$ cat config.mk
export PLATFORM = sky130hd
export DESIGN_NAME = i2c_slave_packet_handler
export DESIGN_NICKNAME = d
export VERILOG_FILES = /design/src/i2cph_pkg.sv /design/src/i2cph_ctrl.sv /design/src/i2cph_datapath.sv /design/src/i2c_slave_packet_handler.sv
export SDC_FILE = /design/constraint.sdc
export NUM_CORES = 1
export LEC_CHECK = 0
export BUFFER_PORTS_ARGS = -buffer_cell sky130_fd_sc_hd__buf_2
export CAP_MARGIN = 10
export CELL_PAD_IN_SITES_DETAIL_PLACEMENT = 2
export CELL_PAD_IN_SITES_GLOBAL_PLACEMENT = 2
export CORE_MARGIN = 2
export CORE_UTILIZATION = 45
export DETAILED_ROUTE_END_ITERATION = 8
export GPL_ROUTABILITY_DRIVEN = 1
export PLACE_DENSITY_LB_ADDON = 0.1
export SLEW_MARGIN = 15
export SYNTH_ARGS = -nofsm -noshare
export SYNTH_HDL_FRONTEND = slang
export SYNTH_SLANG_ARGS = --single-unit
$ cat constraint.sdc
create_clock -name clk -period 6.4 [get_ports clk]
set_input_delay 0.64 -clock clk [delete_from_list [all_inputs] [get_ports clk]]
set_output_delay 0.64 -clock clk [all_outputs]
set_load 0.02 [all_outputs]
$ cat src/i2cph_pkg.sv
package i2cph_pkg;

    localparam int RX_DEPTH    = 64;
    localparam int TX_DEPTH    = 64;
    localparam int MAX_RESULTS = 64;

    localparam int RX_AW  = $clog2(RX_DEPTH);
    localparam int TX_AW  = $clog2(TX_DEPTH);
    localparam int RX_CW  = $clog2(RX_DEPTH + 3);
    localparam int TX_CW  = $clog2(TX_DEPTH + 1);
    localparam int JOB_W  = $clog2(MAX_RESULTS + 1);
    localparam int IDX_W  = $clog2(MAX_RESULTS);

    localparam logic [7:0] FLAG_PARSER_RESET = 8'h10;
    localparam logic [7:0] FLAG_QUERY_STATUS = 8'h11;
    localparam logic [7:0] FLAG_RAW_DATA     = 8'h55;
    localparam logic [7:0] TERMINATOR_RESET  = 8'h04;

    typedef enum logic [1:0] {
        CMD_WRITE  = 2'd0,
        CMD_READ   = 2'd1,
        CMD_APPEND = 2'd2
    } cmd_t;

    typedef enum logic [1:0] {
        KIND_PAYLOAD = 2'd0,
        KIND_MASTER  = 2'd1,
        KIND_RESET   = 2'd2
    } kind_t;

    typedef enum logic [1:0] {
        SRC_RESET  = 2'd0,
        SRC_HEADER = 2'd1,
        SRC_RX     = 2'd2,
        SRC_TX     = 2'd3
    } src_t;

    typedef enum logic {
        ST_IDLE  = 1'b0,
        ST_ISSUE = 1'b1
    } state_t;

    typedef struct packed {
        logic accept;
        logic issue;
    } ctrl_cmd_t;

    typedef struct packed {
        logic job_nonempty;
        logic can_issue;
        logic issue_last;
    } ctrl_status_t;

endpackage

$ cat src/i2cph_ctrl.sv
module i2cph_ctrl
    import i2cph_pkg::*;
(
    input  logic         clk,
    input  logic         rst_n,
    input  logic         s_tvalid,
    output logic         s_tready,
    input  ctrl_status_t status,
    output ctrl_cmd_t    cmd
);

    state_t state_reg;
    state_t state_next;

    always_ff @(posedge clk or negedge rst_n)
    begin
        if (!rst_n)
        begin
            state_reg <= ST_IDLE;
        end
        else
        begin
            state_reg <= state_next;
        end
    end

    always_comb
    begin
        state_next = state_reg;
        s_tready   = 1'b0;
        cmd        = '0;
        unique case (state_reg)
            ST_IDLE:
            begin
                s_tready   = 1'b1;
                cmd.accept = s_tvalid;
                if (s_tvalid && status.job_nonempty)
                begin
                    state_next = ST_ISSUE;
                end
            end
            ST_ISSUE:
            begin
                cmd.issue = status.can_issue;
                if (status.can_issue && status.issue_last)
                begin
                    state_next = ST_IDLE;
                end
            end
            default:
            begin
                state_next = ST_IDLE;
            end
        endcase
    end

endmodule

$ cat src/i2cph_datapath.sv
module i2cph_datapath
    import i2cph_pkg::*;
(
    input  logic         clk,
    input  logic         rst_n,
    input  logic         cfg_wr_en,
    input  logic [7:0]   cfg_wr_data,
    input  logic [15:0]  s_tdata,
    input  logic [1:0]   s_tuser,
    output logic         m_tvalid,
    input  logic         m_tready,
    output logic [7:0]   m_tdata,
    output logic [1:0]   m_tuser,
    output logic         m_tlast,
    input  ctrl_cmd_t    cmd,
    output ctrl_status_t status
);

    logic [7:0] rx_mem [RX_DEPTH];
    logic [7:0] tx_mem [TX_DEPTH];

    logic [7:0]       term_reg;
    logic [RX_CW-1:0] rx_count_reg, rx_count_next;
    logic [7:0]       rx_length_reg, rx_length_next;
    logic [7:0]       rx_flag_reg, rx_flag_next;
    logic [TX_CW-1:0] tx_count_reg, tx_count_next;
    logic [1:0]       tx_status_reg, tx_status_next;
    logic             lsp_reg, lsp_next;
    logic [TX_CW-1:0] sent_len_reg, sent_len_next;

    src_t             job_src_reg, job_src_next;
    logic [JOB_W-1:0] job_len_reg, job_len_next;
    logic [IDX_W-1:0] idx_reg;

    logic             b_valid_reg;
    logic [1:0]       b_kind_reg;
    logic             b_last_reg;
    logic             b_mem_reg;
    logic             b_from_rx_reg;
    logic [7:0]       b_const_reg;
    logic [7:0]       rx_rd_reg;
    logic [7:0]       tx_rd_reg;

    logic             out_valid_reg;
    logic [7:0]       out_data_reg;
    logic [1:0]       out_kind_reg;
    logic             out_last_reg;

    logic [7:0]       in_byte;
    logic             in_busy;
    logic [7:0]       length_cur;
    logic [7:0]       flag_cur;
    logic [RX_CW-1:0] rx_inc;
    logic             pkt_end;
    logic [8:0]       pay9;
    logic [8:0]       got9;
    logic             rx_wr;
    logic             tx_wr;
    logic             advance;
    logic             b_free;
    logic [7:0]       b_value;
    logic [1:0]       iss_kind;
    logic [7:0]       iss_const;
    logic             iss_last;

    assign in_byte = s_tdata[7:0];
    assign in_busy = s_tdata[8];

    assign length_cur = (rx_count_reg == '0) ? in_byte : rx_length_reg;
    assign flag_cur   = (rx_count_reg == RX_CW'(1)) ? in_byte : rx_flag_reg;
    assign rx_inc     = rx_count_reg + RX_CW'(1);

    always_comb
    begin
        pkt_end = (9'(rx_inc) == (9'(length_cur) + 9'd2))
               || (9'(rx_inc) >= 9'(RX_DEPTH + 2))
               || (in_byte == term_reg);
        pay9 = (9'(rx_inc) >= 9'd2) ? (9'(rx_inc) - 9'd2) : 9'd0;
        got9 = pay9;
        if (got9 > 9'(length_cur))
        begin
            got9 = 9'(length_cur);
        end
        if (got9 > 9'(MAX_RESULTS))
        begin
            got9 = 9'(MAX_RESULTS);
        end
    end

    always_comb
    begin
        rx_count_next  = rx_count_reg;
        rx_length_next = rx_length_reg;
        rx_flag_next   = rx_flag_reg;
        tx_count_next  = tx_count_reg;
        tx_status_next = tx_status_reg;
        lsp_next       = lsp_reg;
        sent_len_next  = sent_len_reg;
        job_src_next   = job_src_reg;
        job_len_next   = '0;
        rx_wr          = 1'b0;
        tx_wr          = 1'b0;
        unique case (s_tuser)
            CMD_WRITE:
            begin
                rx_length_next = length_cur;
                rx_flag_next   = flag_cur;
                rx_wr = (rx_count_reg >= RX_CW'(2))
                     && (9'(rx_count_reg) - 9'd2 < 9'(RX_DEPTH));
                rx_count_next = rx_inc;
                if (pkt_end)
                begin
                    rx_count_next = '0;
                    unique case (flag_cur)
                        FLAG_PARSER_RESET:
                        begin
                            job_src_next  = SRC_RESET;
                            job_len_next  = JOB_W'(1);
                            tx_count_next = '0;
                            lsp_next      = 1'b0;
                        end
                        FLAG_QUERY_STATUS:
                        begin
                            sent_len_next  = '0;
                            tx_status_next = {tx_count_reg != '0, in_busy};
                        end
                        FLAG_RAW_DATA:
                        begin
                            job_src_next = SRC_RX;
                            job_len_next = JOB_W'(got9);
                        end
                        default:
                        begin
                        end
                    endcase
                end
            end
            CMD_READ:
            begin
                if (lsp_reg)
                begin
                    job_src_next  = SRC_TX;
                    job_len_next  = JOB_W'(sent_len_reg);
                    tx_count_next = '0;
                    lsp_next      = 1'b0;
                    sent_len_next = '0;
                end
                else
                begin
                    job_src_next  = SRC_HEADER;
                    job_len_next  = JOB_W'(2);
                    sent_len_next = tx_count_reg;
                    lsp_next      = (tx_count_reg != '0);
                end
            end
            CMD_APPEND:
            begin
                if (tx_count_reg < TX_CW'(TX_DEPTH))
                begin
                    tx_wr         = 1'b1;
                    tx_count_next = tx_count_reg + TX_CW'(1);
                end
            end
            default:
            begin
            end
        endcase
    end

    assign advance = !out_valid_reg || m_tready;
    assign b_free  = !b_valid_reg || advance;
    assign b_value = b_mem_reg ? (b_from_rx_reg ? rx_rd_reg : tx_rd_reg) : b_const_reg;

    assign iss_last = ((JOB_W'(idx_reg) + JOB_W'(1)) == job_len_reg);

    always_comb
    begin
        iss_kind  = KIND_MASTER;
        iss_const = '0;
        unique case (job_src_reg)
            SRC_RESET:
            begin
                iss_kind = KIND_RESET;
            end
            SRC_HEADER:
            begin
                iss_const = (idx_reg == '0) ? 8'(tx_count_reg) : 8'(tx_status_reg);
            end
            SRC_RX:
            begin
                iss_kind = KIND_PAYLOAD;
            end
            SRC_TX:
            begin
                iss_kind = KIND_MASTER;
            end
            default:
            begin
            end
        endcase
    end

    assign status.job_nonempty = (job_len_next != '0);
    assign status.can_issue    = b_free;
    assign status.issue_last   = iss_last;

    always_ff @(posedge clk or negedge rst_n)
    begin
        if (!rst_n)
        begin
            term_reg      <= TERMINATOR_RESET;
            rx_count_reg  <= '0;
            rx_length_reg <= '0;
            rx_flag_reg   <= '0;
            tx_count_reg  <= '0;
            tx_status_reg <= '0;
            lsp_reg       <= 1'b0;
            sent_len_reg  <= '0;
            job_src_reg   <= SRC_RESET;
            job_len_reg   <= '0;
            idx_reg       <= '0;
            b_valid_reg   <= 1'b0;
            out_valid_reg <= 1'b0;
        end
        else
        begin
            if (cfg_wr_en)
            begin
                term_reg <= cfg_wr_data;
            end
            if (cmd.accept)
            begin
                rx_count_reg  <= rx_count_next;
                rx_length_reg <= rx_length_next;
                rx_flag_reg   <= rx_flag_next;
                tx_count_reg  <= tx_count_next;
                tx_status_reg <= tx_status_next;
                lsp_reg       <= lsp_next;
                sent_len_reg  <= sent_len_next;
                job_src_reg   <= job_src_next;
                job_len_reg   <= job_len_next;
                idx_reg       <= '0;
            end
            else if (cmd.issue)
            begin
                idx_reg <= idx_reg + IDX_W'(1);
            end
            if (b_free)
            begin
                b_valid_reg <= cmd.issue;
            end
            if (advance)
            begin
                out_valid_reg <= b_valid_reg;
            end
        end
    end

    always_ff @(posedge clk)
    begin
        if (b_free && cmd.issue)
        begin
            b_kind_reg    <= iss_kind;
            b_last_reg    <= iss_last;
            b_mem_reg     <= (job_src_reg == SRC_RX) || (job_src_reg == SRC_TX);
            b_from_rx_reg <= (job_src_reg == SRC_RX);
            b_const_reg   <= iss_const;
        end
        if (advance && b_valid_reg)
        begin
            out_data_reg <= b_value;
            out_kind_reg <= b_kind_reg;
            out_last_reg <= b_last_reg;
        end
    end

    always_ff @(posedge clk)
    begin
        if (cmd.accept && rx_wr)
        begin
            rx_mem[RX_AW'(rx_count_reg - RX_CW'(2))] <= in_byte;
        end
        if (b_free && cmd.issue && (job_src_reg == SRC_RX))
        begin
            rx_rd_reg <= rx_mem[RX_AW'(idx_reg)];
        end
    end

    always_ff @(posedge clk)
    begin
        if (cmd.accept && tx_wr)
        begin
            tx_mem[TX_AW'(tx_count_reg)] <= in_byte;
        end
        if (b_free && cmd.issue && (job_src_reg == SRC_TX))
        begin
            tx_rd_reg <= tx_mem[TX_AW'(idx_reg)];
        end
    end

    assign m_tvalid = out_valid_reg;
    assign m_tdata  = out_data_reg;
    assign m_tuser  = out_kind_reg;
    assign m_tlast  = out_last_reg;

endmodule

$ cat src/i2c_slave_packet_handler.sv
// Channel  | Direction | Ports                          | Contents
// s        | in        | s_tvalid s_tready s_tdata s_tuser | command, data byte, parser busy
// m        | out       | m_tvalid m_tready m_tdata m_tuser m_tlast | result byte and kind
// cfg      | in        | cfg_wr_en cfg_wr_data          | terminator byte
//
// A request that yields no result leaves the block ready again at once.
// A request yielding N results issues one per cycle unless the output stalls, each from
// the receive or response memory or a constant, plus two register stages to the output.
// Reset clears all counters and flags and sets the terminator to 0x04.
// A stalled output stops issuing; a new request is taken once issuing is done.
module i2c_slave_packet_handler
    import i2cph_pkg::*;
(
    input  logic        clk,
    input  logic        rst_n,
    input  logic        cfg_wr_en,
    input  logic [7:0]  cfg_wr_data,
    input  logic        s_tvalid,
    output logic        s_tready,
    input  logic [15:0] s_tdata,   // data_byte [7:0], parser_busy [8], zero fill
    input  logic [1:0]  s_tuser,   // command
    output logic        m_tvalid,
    input  logic        m_tready,
    output logic [7:0]  m_tdata,   // value
    output logic [1:0]  m_tuser,   // kind
    output logic        m_tlast
);

    ctrl_cmd_t    cmd;
    ctrl_status_t status;

    i2cph_ctrl u_ctrl (
        .clk      (clk),
        .rst_n    (rst_n),
        .s_tvalid (s_tvalid),
        .s_tready (s_tready),
        .status   (status),
        .cmd      (cmd)
    );

    i2cph_datapath u_datapath (
        .clk         (clk),
        .rst_n       (rst_n),
        .cfg_wr_en   (cfg_wr_en),
        .cfg_wr_data (cfg_wr_data),
        .s_tdata     (s_tdata),
        .s_tuser     (s_tuser),
        .m_tvalid    (m_tvalid),
        .m_tready    (m_tready),
        .m_tdata     (m_tdata),
        .m_tuser     (m_tuser),
        .m_tlast     (m_tlast),
        .cmd         (cmd),
        .status      (status)
    );

endmodule

Word-level counts from Yosys, hierarchy flattened:

Memory sizes are Yosys's and may differ from the RTL's. A register that Yosys moved wholly into a read port is not among the register bits.
Index checks and enable logic that the tools add are counted.

* logic and storage cells: 135
* memory bits (writable): 1024
* register bits: 90
* memories kept: 2

* reductions and logical operators: 32
* $add $sub $neg: 8
* bitwise gates (word level): 1
* equality and inequality tests: 17
* $lt $le $gt $ge: 7
* multiplexer cells: 45

Memory list
* u_datapath.rx_mem: words 64, width 8, read ports 1, clocked after Yosys merged registers in 1, wr ports 1, RTL line i2cph_datapath.sv:19 `logic [7:0] rx_mem [RX_DEPTH];`
* u_datapath.tx_mem: words 64, width 8, read ports 1, clocked after Yosys merged registers in 1, wr ports 1, RTL line i2cph_datapath.sv:20 `logic [7:0] tx_mem [TX_DEPTH];`

Operators with widths (number)
* $mux W7: 10
* $pmux W7 S2: 3
* $mux W8: 4
* $pmux W7 S3: 1
* $mux W9: 2
* $eq A8 B5 Y1 const B: 2
* $reduce_and A4 Y1: 4
* $sub A7 B2 Y8 const B: 2
* $mux W1: 15
* $add A7 B1 Y7 const B: 2
* $ge A7 B2 Y1 const B: 2
* $reduce_bool A7 Y1: 2
* $mux W6: 2
* $pmux W2 S2: 3
* $add A8 B2 Y9 const B: 1
* $eq A7 B9 Y1: 1
* $gt A9 B7 Y1 const B: 1
* $gt A9 B8 Y1: 1
* $logic_and A1 B1 Y1: 9
* $lt A9 B7 Y1 const B: 1
* $eq A8 B7 Y1 const B: 1
* $eq A8 B8 Y1: 1
* $add A6 B1 Y7 const B: 1
* $eq A7 B1 Y1 const B: 1
* other kinds (22): 38

Logic depth before layout (Yosys ltp):

* depth in word-level cells: 14
* gate-level depth with buffers: 19

Cells and area by module:

From an unflattened synthesis, not the netlist that was laid out.

* cells, all modules: 2244
* area, all modules: 45559.9 sq um

By module, submodules not included
* i2cph_datapath: sequential area each 33548.4 sq um, times used 1, cells each 2238, area an instance 45503.6 sq um
* i2cph_ctrl: sequential area each 25.0 sq um, times used 1, cells each 6, area an instance 56.3 sq um

Least setup slack after synthesis:

OpenSTA, ideal clock, no wires.

* path kind: register -> register
* start: register u_datapath.rx_count_reg[0]
* end: register u_ctrl.state_reg
* path slack: 1554 ps
* arrival: 4714 ps
* stages on the path, launching flop included: 19
* data required time: 6268 ps
* period minus slack after synthesis: 4846 ps
* path through: dfrtp_1 > clkbuf_1 > inv_1 > ha_1 > clkbuf_1 > or4_1 > o31ai_1 > and2_0 > mux2_2 > inv_1 > ha_1 > nand4_1 > or4b_2 > o311a_1 > a31oi_1 > clkbuf_1 > a31oi_1 > a211oi_1 > a31oi_1

* cells in the longest elaborated chain, start to end: 14
* elaborated cells on any way between the ends: 26
* classes of those cells: add/sub: 3; order compare: 4; eq/ne: 4; mux: 10; reduce/logical: 5

RTL lines
* from (decl): RTL line i2cph_datapath.sv:23 `logic [RX_CW-1:0] rx_count_reg, rx_count_next;`
* from (signal assigned): RTL line i2cph_datapath.sv:233 `rx_count_reg <= rx_count_next;`
* $add A7 B1 Y7: RTL line i2cph_datapath.sv:71 `assign rx_inc = rx_count_reg + RX_CW'(1);`
* $sub A7 B2 Y8 or $ge A7 B2 Y1 (tied branches): RTL line i2cph_datapath.sv:78 `pay9 = (9'(rx_inc) >= 9'd2) ? (9'(rx_inc) - 9'd2) : 9'd0;`
* $mux W9: RTL line i2cph_datapath.sv:78
* $gt A9 B8 Y1: RTL line i2cph_datapath.sv:80 `if (got9 > 9'(length_cur))`
* $mux W9: RTL line i2cph_datapath.sv:80
* $gt A9 B7 Y1: RTL line i2cph_datapath.sv:84 `if (got9 > 9'(MAX_RESULTS))`
* $mux W7: RTL line i2cph_datapath.sv:84
* $pmux W7 S2: RTL line i2cph_datapath.sv:114 `unique case (flag_cur)`
* $mux W7 (*): RTL line i2cph_datapath.sv:111 `if (pkt_end)`
* $pmux W7 S2 (*): RTL line i2cph_datapath.sv:103 `unique case (s_tuser)`
* $reduce_bool A7 Y1 (*): RTL line i2cph_datapath.sv:203 `assign status.job_nonempty = (job_len_next != '0);`
* $logic_and A1 B1 Y1 (*): RTL line i2cph_ctrl.sv:37 `if (s_tvalid && status.job_nonempty)`
* $mux W1 (*): RTL line i2cph_ctrl.sv:37
* $pmux W1 S2 (*): RTL line i2cph_ctrl.sv:32 `unique case (state_reg)`
* net u_ctrl.state_next: RTL line i2cph_ctrl.sv:13 `state_t state_next;`
* to (signal assigned): RTL line i2cph_ctrl.sv:23 `state_reg <= state_next;`
* to (decl): RTL line i2cph_ctrl.sv:12 `state_t state_reg;`

Mark *: on every way through the listed nets, which the timed path passes. The rest lies on a longest branch.
A chain may end at the register's enable or synchronous reset.

Final worst setup path:

* start: register u_datapath.rx_count_reg[0]
* end: register u_datapath.job_len_reg[4]

* cells in the longest elaborated chain, start to end: 10
* elaborated cells on any way between the ends: 22
* classes of those cells: add/sub: 3; order compare: 4; eq/ne: 4; mux: 8; reduce/logical: 3

RTL lines
* $add A7 B1 Y7: RTL line i2cph_datapath.sv:71
* $sub A7 B2 Y8 or $ge A7 B2 Y1 (tied branches): RTL line i2cph_datapath.sv:78
* $mux W9: RTL line i2cph_datapath.sv:78
* $gt A9 B8 Y1: RTL line i2cph_datapath.sv:80
* $mux W9: RTL line i2cph_datapath.sv:80
* $gt A9 B7 Y1: RTL line i2cph_datapath.sv:84
* $mux W7: RTL line i2cph_datapath.sv:84
* $pmux W7 S2: RTL line i2cph_datapath.sv:114
* $mux W7 (*): RTL line i2cph_datapath.sv:111
* $pmux W7 S2 (*): RTL line i2cph_datapath.sv:103
* to (signal assigned): RTL line i2cph_datapath.sv:241 `job_len_reg <= job_len_next;`
* to (decl): RTL line i2cph_datapath.sv:32 `logic [JOB_W-1:0] job_len_reg, job_len_next;`

Mark *: on every way between the ends. The rest lies on a longest branch, timed or not.

==> results.toml <==
[logic_synthesis]
yosys.area_share.xor_xnor = 0.00636
synth_top_family_by_area = "multiplexers"
synth-compound-area-share = 0.0211
synth_ff_type = "edfxtp_1"
netlist_instances = 2242
syn_nets = 2296
ys_seq_area_frac = 0.736
synth_warnings = 0
synth_cell_types = 73
synth_mux_area_frac = 0.177
synth_edf_count = 1063
syn_area_mm2 = 0.0456
synth-seq-cells = 1129
synthSimpleGateAreaFrac = 0.0409
synthAdderAreaFrac = 0.00631
synth_area_per_cell_um2 = 20.4
async_flop_share = 0.0585

[cells_and_area]
area_delta_synth_final_pct = 12.2
drive_above_1_share = 0.260
reg_top3 = "u_datapath.rx_mem: 512 flops, u_datapath.tx_mem: 512 flops"
final_area_mm2 = 0.0512
layout.nets = 2358

[sta]
holdWs_ns = 0.0721
skew_ns = 0.0471
worst_slack_ns = 0.796
rsz0062_at_grt = "no"
fin_setup_tns_ns = 0
finalSetupViolations = 0
max_freq_ghz = 0.178
tightest_slew_ns = 1.21
slew_headroom = 0.192
slew_violations = 0
min_period_ns = 5.60
period_share = 0.876
hold_viol_final = 0

[min_path]
hold_class = "input pin to asynchronous set/reset pin"

[die]
ios = 44
dieWidth_um = 322
dieArea_mm2 = 0.104
start_util = 0.455
die_height_um = 322
core-area_mm2 = 0.100
row_count = 116

[grt]
antenna_found_initial = 5
grt_pass1_vias = 25200
grt_pass1_wl_mm = 193
grt_max_degree = 127
grtUsageTotal = 0.262
grt_remaining_overflow = 0

[worst_setup_path]
critPathLaunchType = "flip-flop"
critPathCaptureType = "flip-flop"
cp.depth = 17
arrival_ns = 6.16
cp-startpoint = "u_datapath.rx_count_reg[0]"
crit_slowest_cell = "dfrtp_1"
criticalPathCategory = "flip-flop to flip-flop"
r2r_slack_ns = 0.80
critPathTopFamily = "simple AND/OR/NAND/NOR gates"
cp_num_buf_inv = 2
reg2reg_depth = 17
r2r_start = "u_datapath.rx_count_reg[0]"
cp_cell_sequence = "inv_1, ha_1, nand3b_1, o31ai_1, and2_0, nand3_1, and2_1, ha_1, nand2_1, or4b_2, o311a_1, a31oi_1, buf_4, nand2_1, o22a_1, a31oi_1, o21ai_0"
r2r-end = "u_datapath.job_len_reg[4]"
worstPathRequired_ns = 6.96
path_max_fanout = 16
crit_path_end = "u_datapath.job_len_reg[4]"
cpPeakStageDelay_ns = 0.79

[route]
vias = 23300
drt_iter0_markers = 2578
drt_wl_total_mm = 133
first_pass_iters = 5
drcViolationCount = 0
antenna_left = 0
vias_per_cell = 6.17
post_drt_wl_per_cell_um = 35.4

[power_and_ir_drop]
ir_drop_mv = 0.278
total_power_w = 0.0196
leakagePower_nw = 15.9
p_per_area_mw_per_mm2 = 383

[clock_tree]
clockBufferDepth = 3
cts.reportedPaths.clkPinSlew_ns = 0.06
htreeDepth = 3
cts_tree = "yes"
numCtsBuffers = 117
insertion_delay_ns = 0.75
cts_sinks = 1129
postCtsSetupBuffers = 0
holdBufCountCts = 0
cts_root_buf = "clkbuf_16"
cts_resized = 0

[placement]
place_congestion = 0.789
pre_cts_ws_ns = 0.991
placed_cell_area_mm2 = 0.0474
hpwl_mm = 79.0
io_buffers = 36

[status]
status = "completed"

[job]
max_cap_violations = 0
layout by cell type (no fill, tap or decap), types with 22 or more instances in the layout:
master,count
a21oi_1,23
buf_2,27
buf_4,30
clkbuf_16,118
clkinv_1,24
clkinv_2,33
dfrtp_1,61
edfxtp_1,1063
ha_1,23
inv_1,25
mux2_2,26
mux2i_1,22
mux4_2,336
nand2_1,71
nand3_1,35
nor2_1,170
o21ai_0,36
how the worst min path moves through the flow:
stage | start | to | slack (ns)
after floorplan | rst_n | u_ctrl.state_reg | 0.34
after global placement | u_datapath.b_valid_reg | u_datapath.m_tvalid | 0.46
after detailed placement | u_datapath.b_kind_reg[1] | u_datapath.m_tuser[1] | 0.46
after CTS | rst_n | u_datapath.term_reg[1] | 0.07
after global routing | rst_n | u_datapath.rx_length_reg[0] | 0.12
final | rst_n | u_datapath.rx_length_reg[4] | 0.07
report_power, final:
part / total (W) / internal [W] / switching (W)
combinational: 0.00418 / 0.00186 / 0.00232
sequential: 0.00852 / 0.00823 / 0.000298
clock: 0.00691 / 0.00383 / 0.00308
metrics by stage:
step                std cells   util
floorplan                2242      -
global route             3765  0.510
detailed placement       3541  0.472
finish                   3768  0.511
CTS                      3764  0.510
global placement         3541  0.472
worst reg2reg max path, stage by stage (launching register included):
cell      delay (ns)
dfrtp_1         0.79
inv_1           0.23
ha_1            0.50
nand3b_1        0.23
o31ai_1         0.61
and2_0          0.37
nand3_1         0.20
and2_1          0.26
ha_1            0.33
nand2_1         0.06
or4b_2          0.61
o311a_1         0.15
a31oi_1         0.17
buf_4           0.23
nand2_1         0.09
o22a_1          0.23
a31oi_1         0.29
o21ai_0         0.12
Yosys cell counts, types with 3 or more instances:
| master | n | share of area |
|---|---|---|
| a211o_1 | 4 | 0.00077 |
| a21boi_0 | 3 | 0.00049 |
| a21o_1 | 5 | 0.00082 |
| a21oi_1 | 23 | 0.0025 |
| a22o_1 | 3 | 0.00058 |
| a31oi_1 | 14 | 0.0019 |
| a32oi_1 | 6 | 0.0012 |
| and2_1 | 13 | 0.0018 |
| and3_1 | 16 | 0.0022 |
| buf_1 | 30 | 0.0025 |
| clkbuf_1 | 87 | 0.0072 |
| dfrtp_1 | 65 | 0.036 |
| edfxtp_1 | 1063 | 0.70 |
| ha_1 | 23 | 0.0063 |
| inv_1 | 25 | 0.0021 |
| mux2_2 | 26 | 0.0064 |
| mux2i_1 | 22 | 0.0048 |
| mux4_2 | 336 | 0.17 |
| nand2_1 | 71 | 0.0058 |
| nand2b_1 | 9 | 0.0012 |
| nand3_1 | 35 | 0.0038 |
| nand3b_1 | 9 | 0.0015 |
| nand4_1 | 7 | 0.00096 |
| nor2_1 | 170 | 0.014 |
| nor2b_1 | 11 | 0.0015 |
| nor3_1 | 6 | 0.00066 |
| nor4_1 | 10 | 0.0014 |
| o2111a_1 | 3 | 0.00074 |
| o211ai_1 | 4 | 0.00066 |
| o21a_1 | 4 | 0.00066 |
| o21ai_0 | 36 | 0.0039 |
| o22ai_1 | 4 | 0.00055 |
| o31ai_1 | 9 | 0.0015 |
| or3_1 | 6 | 0.00082 |
| or4_1 | 5 | 0.00082 |
| or4b_2 | 4 | 0.00088 |
| xnor2_1 | 10 | 0.0019 |
| xor2_1 | 18 | 0.0035 |
cell families (layout without fill, tap and decap cells):
kind of cell | count (synthesis) | in the layout
AO/OA/AOI/OAI | 140 | 140
XOR/XNOR | 30 | 30
adder cells (fa/ha/maj) | 23 | 23
buffers and inverters | 148 | 314
flip-flops | 1129 | 1129
multiplexers | 384 | 384
other | 0 | 3
AND/OR/NAND/NOR | 388 | 388
layout make-up:
| cell class | instances | area, um^2 |
|---|---|---|
| diodes | 3 | 7.51 |
| well taps | 1357 | 1700 |
| fillers | 8660 | 49100 |
| inverters | 26 | 97.6 |
| clock inverters | 84 | 739 |
| multi-input cells | 965 | 11500 |
| clock buffers | 139 | 3060 |
| flip-flops and latches | 1129 | 33600 |
| repair buffers | 65 | 519 |
per-layer routing:
| layer | wire length, um | up-vias | track usage |
|---|---|---|---|
| li1 | - | 9394 | - |
| met1 | 57100 | 12900 | 0.374 |
| met2 | 66300 | 794 | 0.428 |
| met3 | 7090 | 137 | 0.0370 |
| met4 | 2840 | 0 | 0.0688 |
| met5 | 0 | - | 0 |
(Power assumes the default switching activity.)
